**src/rtl/core/gbs_pkg.sv**
```systemverilog
`default_nettype none
// ----------------------------------------------------------------------------
// gbs_pkg
// shared constants and types for the greedy box suppression block
// ----------------------------------------------------------------------------
package gbs_pkg;

  localparam int unsigned MaxKeptDefault   = 256;
  localparam int unsigned CoordBitsDefault = 16;
  localparam int unsigned IndexBits        = 12;
  localparam int unsigned ClassBits        = 7;
  localparam int unsigned ThreshBits       = 9;
  localparam logic [ThreshBits-1:0] ThreshReset = 9'd128;

  typedef enum logic [2:0] {
    ST_IDLE,
    ST_READ,
    ST_CMP,
    ST_DONE
  } state_e;

endpackage
`default_nettype wire

```
**src/rtl/core/gbs_iou_unit.sv**
```systemverilog
`default_nettype none
// ----------------------------------------------------------------------------
// gbs_iou_unit
// pipelined pair test: overlaps and edge lengths, then products, then compare
// one pair per cycle
// ----------------------------------------------------------------------------
module gbs_iou_unit #(
  parameter int unsigned CoordBits = gbs_pkg::CoordBitsDefault
) (
  input  wire                            clk_i,
  input  wire                            rst_ni,
  input  wire                            valid_i,
  input  wire [4*CoordBits-1:0]          cand_i,
  input  wire [4*CoordBits-1:0]          kept_i,
  input  wire [gbs_pkg::ThreshBits-1:0]  thresh_i,
  output logic                           valid_o,
  output logic                           close_o
);
  localparam int unsigned AW = 2*CoordBits;
  localparam int unsigned UW = AW + 1;
  localparam int unsigned TW = gbs_pkg::ThreshBits;

  logic [CoordBits-1:0] ax0, ay0, ax1, ay1, bx0, by0, bx1, by1;
  logic [CoordBits-1:0] lox, hix, loy, hiy;
  logic [CoordBits-1:0] ox_d, oy_d, ewa_d, eha_d, ewb_d, ehb_d;
  logic [CoordBits-1:0] ox_q, oy_q, ewa_q, eha_q, ewb_q, ehb_q;
  logic [AW-1:0] inter_q, area_a_q, area_b_q;
  logic [UW-1:0] uni;
  logic [AW+7:0] lhs_q;
  logic [UW+TW-1:0] rhs_q;
  logic [UW-1:0] uni_q;
  logic [2:0] v_q;

  assign {ay1, ax1, ay0, ax0} = cand_i;
  assign {by1, bx1, by0, bx0} = kept_i;

  always_comb begin
    lox   = (ax0 > bx0) ? ax0 : bx0;
    hix   = (ax1 < bx1) ? ax1 : bx1;
    loy   = (ay0 > by0) ? ay0 : by0;
    hiy   = (ay1 < by1) ? ay1 : by1;
    ox_d  = (hix >= lox) ? hix - lox : '0;
    oy_d  = (hiy >= loy) ? hiy - loy : '0;
    ewa_d = (ax1 >= ax0) ? ax1 - ax0 : '0;
    eha_d = (ay1 >= ay0) ? ay1 - ay0 : '0;
    ewb_d = (bx1 >= bx0) ? bx1 - bx0 : '0;
    ehb_d = (by1 >= by0) ? by1 - by0 : '0;
  end

  always_ff @(posedge clk_i) begin
    ox_q <= ox_d; oy_q <= oy_d;
    ewa_q <= ewa_d; eha_q <= eha_d; ewb_q <= ewb_d; ehb_q <= ehb_d;
    inter_q  <= ox_q * oy_q;
    area_a_q <= ewa_q * eha_q;
    area_b_q <= ewb_q * ehb_q;
  end

  // union never underflows since inter fits in either area
  assign uni = {1'b0, area_a_q} + {1'b0, area_b_q} - {1'b0, inter_q};

  always_ff @(posedge clk_i) begin
    lhs_q <= {inter_q, 8'd0};
    rhs_q <= {{TW{1'b0}}, uni} * {{UW{1'b0}}, thresh_i};
    uni_q <= uni;
  end

  assign close_o = (uni_q != '0) && ({{(UW+TW-AW-8){1'b0}}, lhs_q} > rhs_q);
  assign valid_o = v_q[2];

  always_ff @(posedge clk_i or negedge rst_ni) begin
    if (!rst_ni) begin
      v_q <= '0;
    end else begin
      v_q <= {v_q[1:0], valid_i};
    end
  end
endmodule
`default_nettype wire

```
**config.mk**
```make
export PLATFORM = sky130hd
export DESIGN_NAME = gbs_iou_unit
export DESIGN_NICKNAME = d
export VERILOG_FILES = /design/src/rtl/core/gbs_pkg.sv /design/src/rtl/core/gbs_iou_unit.sv
export SDC_FILE = /design/constraint.sdc
export NUM_CORES = 2
export LEC_CHECK = 0
export ABC_AREA = 1
export BUFFER_PORTS_ARGS = -buffer_cell sky130_fd_sc_hd__buf_4
export CORE_UTILIZATION = 45
export DETAILED_ROUTE_END_ITERATION = 7
export GPL_TIMING_DRIVEN = 0
export SYNTH_ARGS = -nofsm -noshare
export SYNTH_HDL_FRONTEND = slang
export SYNTH_SLANG_ARGS = --single-unit
```
**constraint.sdc**
```tcl
create_clock -name clk_i -period 7.9 [get_ports clk_i]
set_input_delay 1.185 -clock clk_i [delete_from_list [all_inputs] [get_ports clk_i]]
set_output_delay 1.185 -clock clk_i [all_outputs]
set_load 0.01 [all_outputs]
```
== Yosys cells after proc, flatten, opt, wreduce, memory -nomap -nowiden ==
Index checks and enable logic that the tools add are counted.

* Input bits: 140
* Flip-flop bits (word level): 302
* Output and inout port bits: 2

* Magnitude comparators: 11
* $mul: 4
* Reduce and logical (&&, ||, !) cells: 2
* Add/subtract/negate cells: 8
* Mux-type cells: 4

{| class="wikitable"
|+ Operators with widths
! operator !! count
|-
| $ge A16 B16 Y1 || 6
|-
| $mul A16 B16 Y32 || 3
|-
| $sub A16 B16 Y16 || 6
|-
| $mux W16 || 4
|-
| $gt A40 B42 Y1 || 1
|-
| $mul A33 B9 Y42 || 1
|-
| $add A32 B32 Y33 || 1
|-
| $reduce_bool A33 Y1 || 1
|-
| $sub A33 B32 Y33 || 1
|-
| $gt A16 B16 Y1 || 2
|-
| $lt A16 B16 Y1 || 2
|-
| $logic_and A1 B1 Y1 || 1
|}

== Logic depth before layout (Yosys ltp) ==
* Word-level depth: 3
* Gate-level depth with buffers: 34
* Gate-level depth less buffers: 34

== Worst setup path before layout ==
No wires, ideal clock.

* Path kind: register to register
* Start point: reg inter_q[3]
* End point: reg rhs_q[41]
* Clock period less this slack: 5.491 ns
* Cell stages (with the launch flop): 29
* Arrival: 5.379 ns
* Required time: 7.788 ns
* Path buffers: 0
* Setup slack: 2.409 ns
* Cells stage by stage: dfxtp_1 > fa_1 > inv_1 > ha_1 > or2_1 > nand3_1 > nand2_1 > nand2_1 > nand2_1 > nand2_1 > nand3b_1 > nand2_1 > nor2_1 > fa_1 > fa_1 > fa_1 > inv_1 > fa_1 > inv_1 > ha_1 > nand2_1 > nor2_1 > nand2_1 > nor2_1 > nand2_1 > nand3_1 > nand2_1 > nand3b_1 > nand2_1

* Longest elaborated chain between the ends: 2

{| class="wikitable"
|+ Ends and longest elaborated chain
! element !! RTL line !! source
|-
| start: declaration || gbs_iou_unit.sv:27 || <nowiki>logic [AW-1:0] inter_q, area_a_q, area_b_q;</nowiki>
|-
| start signal: assignment || gbs_iou_unit.sv:53 || <nowiki>inter_q <= ox_q * oy_q;</nowiki>
|-
| $sub A33 B32 Y33 || gbs_iou_unit.sv:59 || <nowiki>assign uni = {1'b0, area_a_q} + {1'b0, area_b_q} - {1'b0, inter_q};</nowiki>
|-
| $mul A33 B9 Y42 || gbs_iou_unit.sv:63 || <nowiki>rhs_q <= {{TW{1'b0}}, uni} * {{UW{1'b0}}, thresh_i};</nowiki>
|-
| end signal: assignment || gbs_iou_unit.sv:63 ||
|-
| end: declaration || gbs_iou_unit.sv:30 || <nowiki>logic [UW+TW-1:0] rhs_q;</nowiki>
|}

No other way between the ends.
A chain may end at the register's enable or synchronous reset.

== Worst setup path in the final report ==
* Start point: reg area_b_q[1]
* End point: reg rhs_q[33]

* Longest elaborated chain between the ends: 3

{| class="wikitable"
|+ Ends and longest elaborated chain
! element !! RTL line !! source
|-
| start: declaration || gbs_iou_unit.sv:27 ||
|-
| start signal: assignment || gbs_iou_unit.sv:55 || <nowiki>area_b_q <= ewb_q * ehb_q;</nowiki>
|-
| $add A32 B32 Y33 || gbs_iou_unit.sv:59 ||
|-
| $sub A33 B32 Y33 || gbs_iou_unit.sv:59 ||
|-
| $mul A33 B9 Y42 || gbs_iou_unit.sv:63 ||
|}

No other way between the ends.

==> flow_summary_export.csv <==
group,metric,value,unit
run_status,status,"finished clean",
logic_synthesis,synth.top_cell.area_share,30.2,%
timing,clock_skew,0.0454,ns
clock_tree,ctsHoldBuffers,0,
logic_synthesis,synth.net_count,9424,
critical_path,critPathArrivalTime,7.79,ns
finish,fill_cells,12500,
critical_path,setup.worst_path.class,"flip-flop to flip-flop",
routing,dr.pass1.iters,6,
die,die_w,354,um
logic_synthesis,syn_inst,7849,
clock_tree,cts_inserted_buffers,39,
critical_path,path_buf_inv,4,
logic_synthesis,syn_area_per_cell,7.08,um^2
timing,rsz0062_at_grt,"false",
clock_tree,path_clk_slew,0.06,ns
timing,fin_crit,7.32,ns
die,die_h,354,um
finish,drive_above_1_share,3.32,%
routing,detail-route-antenna-nets,0,
critical_path,critPathMaxStageDelay,0.55,ns
clock_tree,cts_tree,"yes",
timing,finalMaxSlewViolations,0,
critical_path,cp-end-kind,"flip-flop",
critical_path,rr_startpoint,"area_b_q[1]",
logic_synthesis,ys_async_sr_fraction,0.993,%
grt,grt_pass1_vias,49900,
critical_path,cp_slowest_cell,"fa_1",
grt,grt_max_degree,13,
clock_tree,cts_max_path_buffers,3,
routing,drt_iter0_markers,3209,
grt,grt_pass1_wl,273000,um
die,pin_count,142,
timing,fin_crit_sh,92.7,%
logic_synthesis,synth.distinct_cells,41,
logic_synthesis,syn_area,55600,um^2
placed_design,gp_congestion,0.983,
clock_tree,clock-sinks,302,
clock_tree,root_buffer,"clkbuf_16",
die,dieArea,125000,um^2
critical_path,critPathRequiredTime,8.37,ns
critical_path,r2r_slack,0.58,ns
logic_synthesis,synth_seq_cells,302,
logic_synthesis,synth_area_leaders,"fa_1, nand2_1, inv_1",
clock_tree,clk_latency,0.61,ns
logic_synthesis,synth_common_cells,"nand2_1, inv_1, fa_1, ha_1, nor2_1",
routing,vias,48300,
critical_path,critPathLaunchType,"flip-flop",
hold_path,min_path_type,"input pin to async pin",
die,rows,128,
critical_path,path_max_fanout,7,
timing,finalSetupViolations,0,
critical_path,reg2reg_to,"rhs_q[33]",
grt,grt_usage,27.9,%
finish,antenna_cells,0,
timing,hold_viol,0,
clock_tree,post_cts_buffers,0,
logic_synthesis,ys_warn_count,0,
placed_design,port_buffers,134,
die,start_util,45.5,%
critical_path,crit_family,"adder cells",
critical_path,critPathMostFrequentCell,"nand2_1",
routing,avgViaCountPerCell,4.99,
placed_design,hpwl,150000,um
clock_tree,cts_resized,0,
die,coreArea,122000,um^2
critical_path,reg2reg_depth,30,
logic_synthesis,synth-edff-count,0,
clock_tree,cts_max_level,2,
routing,post_drt_wl_per_cell,17.7,um
grt,antenna_found_initial,5,
logic_synthesis,yosysMostFrequentCell,"nand2_1",
finish,areaGrowthSynthToFinish,7.80,%
critical_path,cp.depth,30,
grt,gr-total-overflow,0,
timing,worst_pin_slew,1.03,ns
timing,fin_setup_tns,0,ns
logic_synthesis,ys_seq_area_share,10.9,%
routing,drc_errors,0,
timing,slew_headroom,31.5,%
logic_synthesis,ys.flop_type,"dfxtp_1",
timing,fmax,0.137,GHz
finish,nNetsFinal,9599,
job,max_cap_violations,0,
routing,wl,171000,um
logic_synthesis,synth_top_area_cell,"fa_1",
[metrics by stage]
step,setup slack [ns],cell area [um^2],std cells,hold WS [ns],util [%]
floorplan,2.41,55600,7849,0.331,-
global placement,0.473,58600,9608,0.342,48.0
detailed placement,0.437,58600,9608,0.343,48.0
CTS,0.652,59900,9676,0.314,49.1
global route,0.190,59900,9676,0.335,49.1
finish,0.579,59900,9676,0.357,49.1
[kinds of logic (layout without fill, tap and decap cells)]
family | count (synthesis) | in the layout | share of synthesized area, %
flip-flops | 302 | 302 | 10.9
AND/OR/NAND/NOR | 3221 | 3221 | 23.2
buffers and inverters | 2279 | 2481 | 15.4
XOR/XNOR | 136 | 136 | 2.25
adder cells (fa/ha/maj) | 1435 | 1435 | 43.6
AO/OA/AOI/OAI | 476 | 476 | 4.64
[per-layer routing]
layer  share of wire (%)  wire length, um  track usage, %
met5                   0                0               0
met4                 2.7             4590            7.33
met3                 5.8             9880            3.03
met2                  47            80600            47.7
met1                  44            76200            37.5
[worst max-delay path by stage]
stage	from	end
floorplan	inter_q[3]	rhs_q[41]
global placement	thresh_i[3]	rhs_q[41]
detailed placement	thresh_i[3]	rhs_q[41]
CTS	area_b_q[1]	rhs_q[33]
global route	area_b_q[1]	rhs_q[41]
finish	area_b_q[1]	rhs_q[33]
[cell type report]
| class | instances | area (um^2) | share of cell area (%) |
|---|---|---|---|
| Sequential cell | 302 | 6060 | 10.1 |
| Buffer | 238 | 913 | 1.52 |
| Inverter | 2041 | 7660 | 12.8 |
| Multi-Input combinational cell | 5268 | 41000 | 68.4 |
| Clock inverter | 19 | 201 | 0.336 |
| Timing Repair Buffer | 134 | 1010 | 1.68 |
| Tap cell | 1625 | 2030 | 3.39 |
| Clock buffer | 49 | 1100 | 1.83 |
[sequential cells by signal, summed over array words and instances, names as in the netlist]
register / count
rhs_q: 42
uni_q: 33
area_a_q: 32
area_b_q: 32
inter_q: 32
lhs_q: 32
eha_q: 16
ehb_q: 16
ewa_q: 16
ewb_q: 16
ox_q: 16
oy_q: 16
v_q: 3
[cells in the final DEF (no fill, tap or decap), drive strengths merged, types with 146 or more instances in the layout]
| cell | n |
|---|---|
| a21oi | 282 |
| buf | 146 |
| clkbuf | 275 |
| dfxtp | 299 |
| fa | 838 |
| ha | 597 |
| inv | 2041 |
| nand2 | 2217 |
| nand3 | 337 |
| nor2 | 529 |
Power is not shown: default switching activity piles up to over one toggle a cycle in this logic, so the estimate is an artifact.
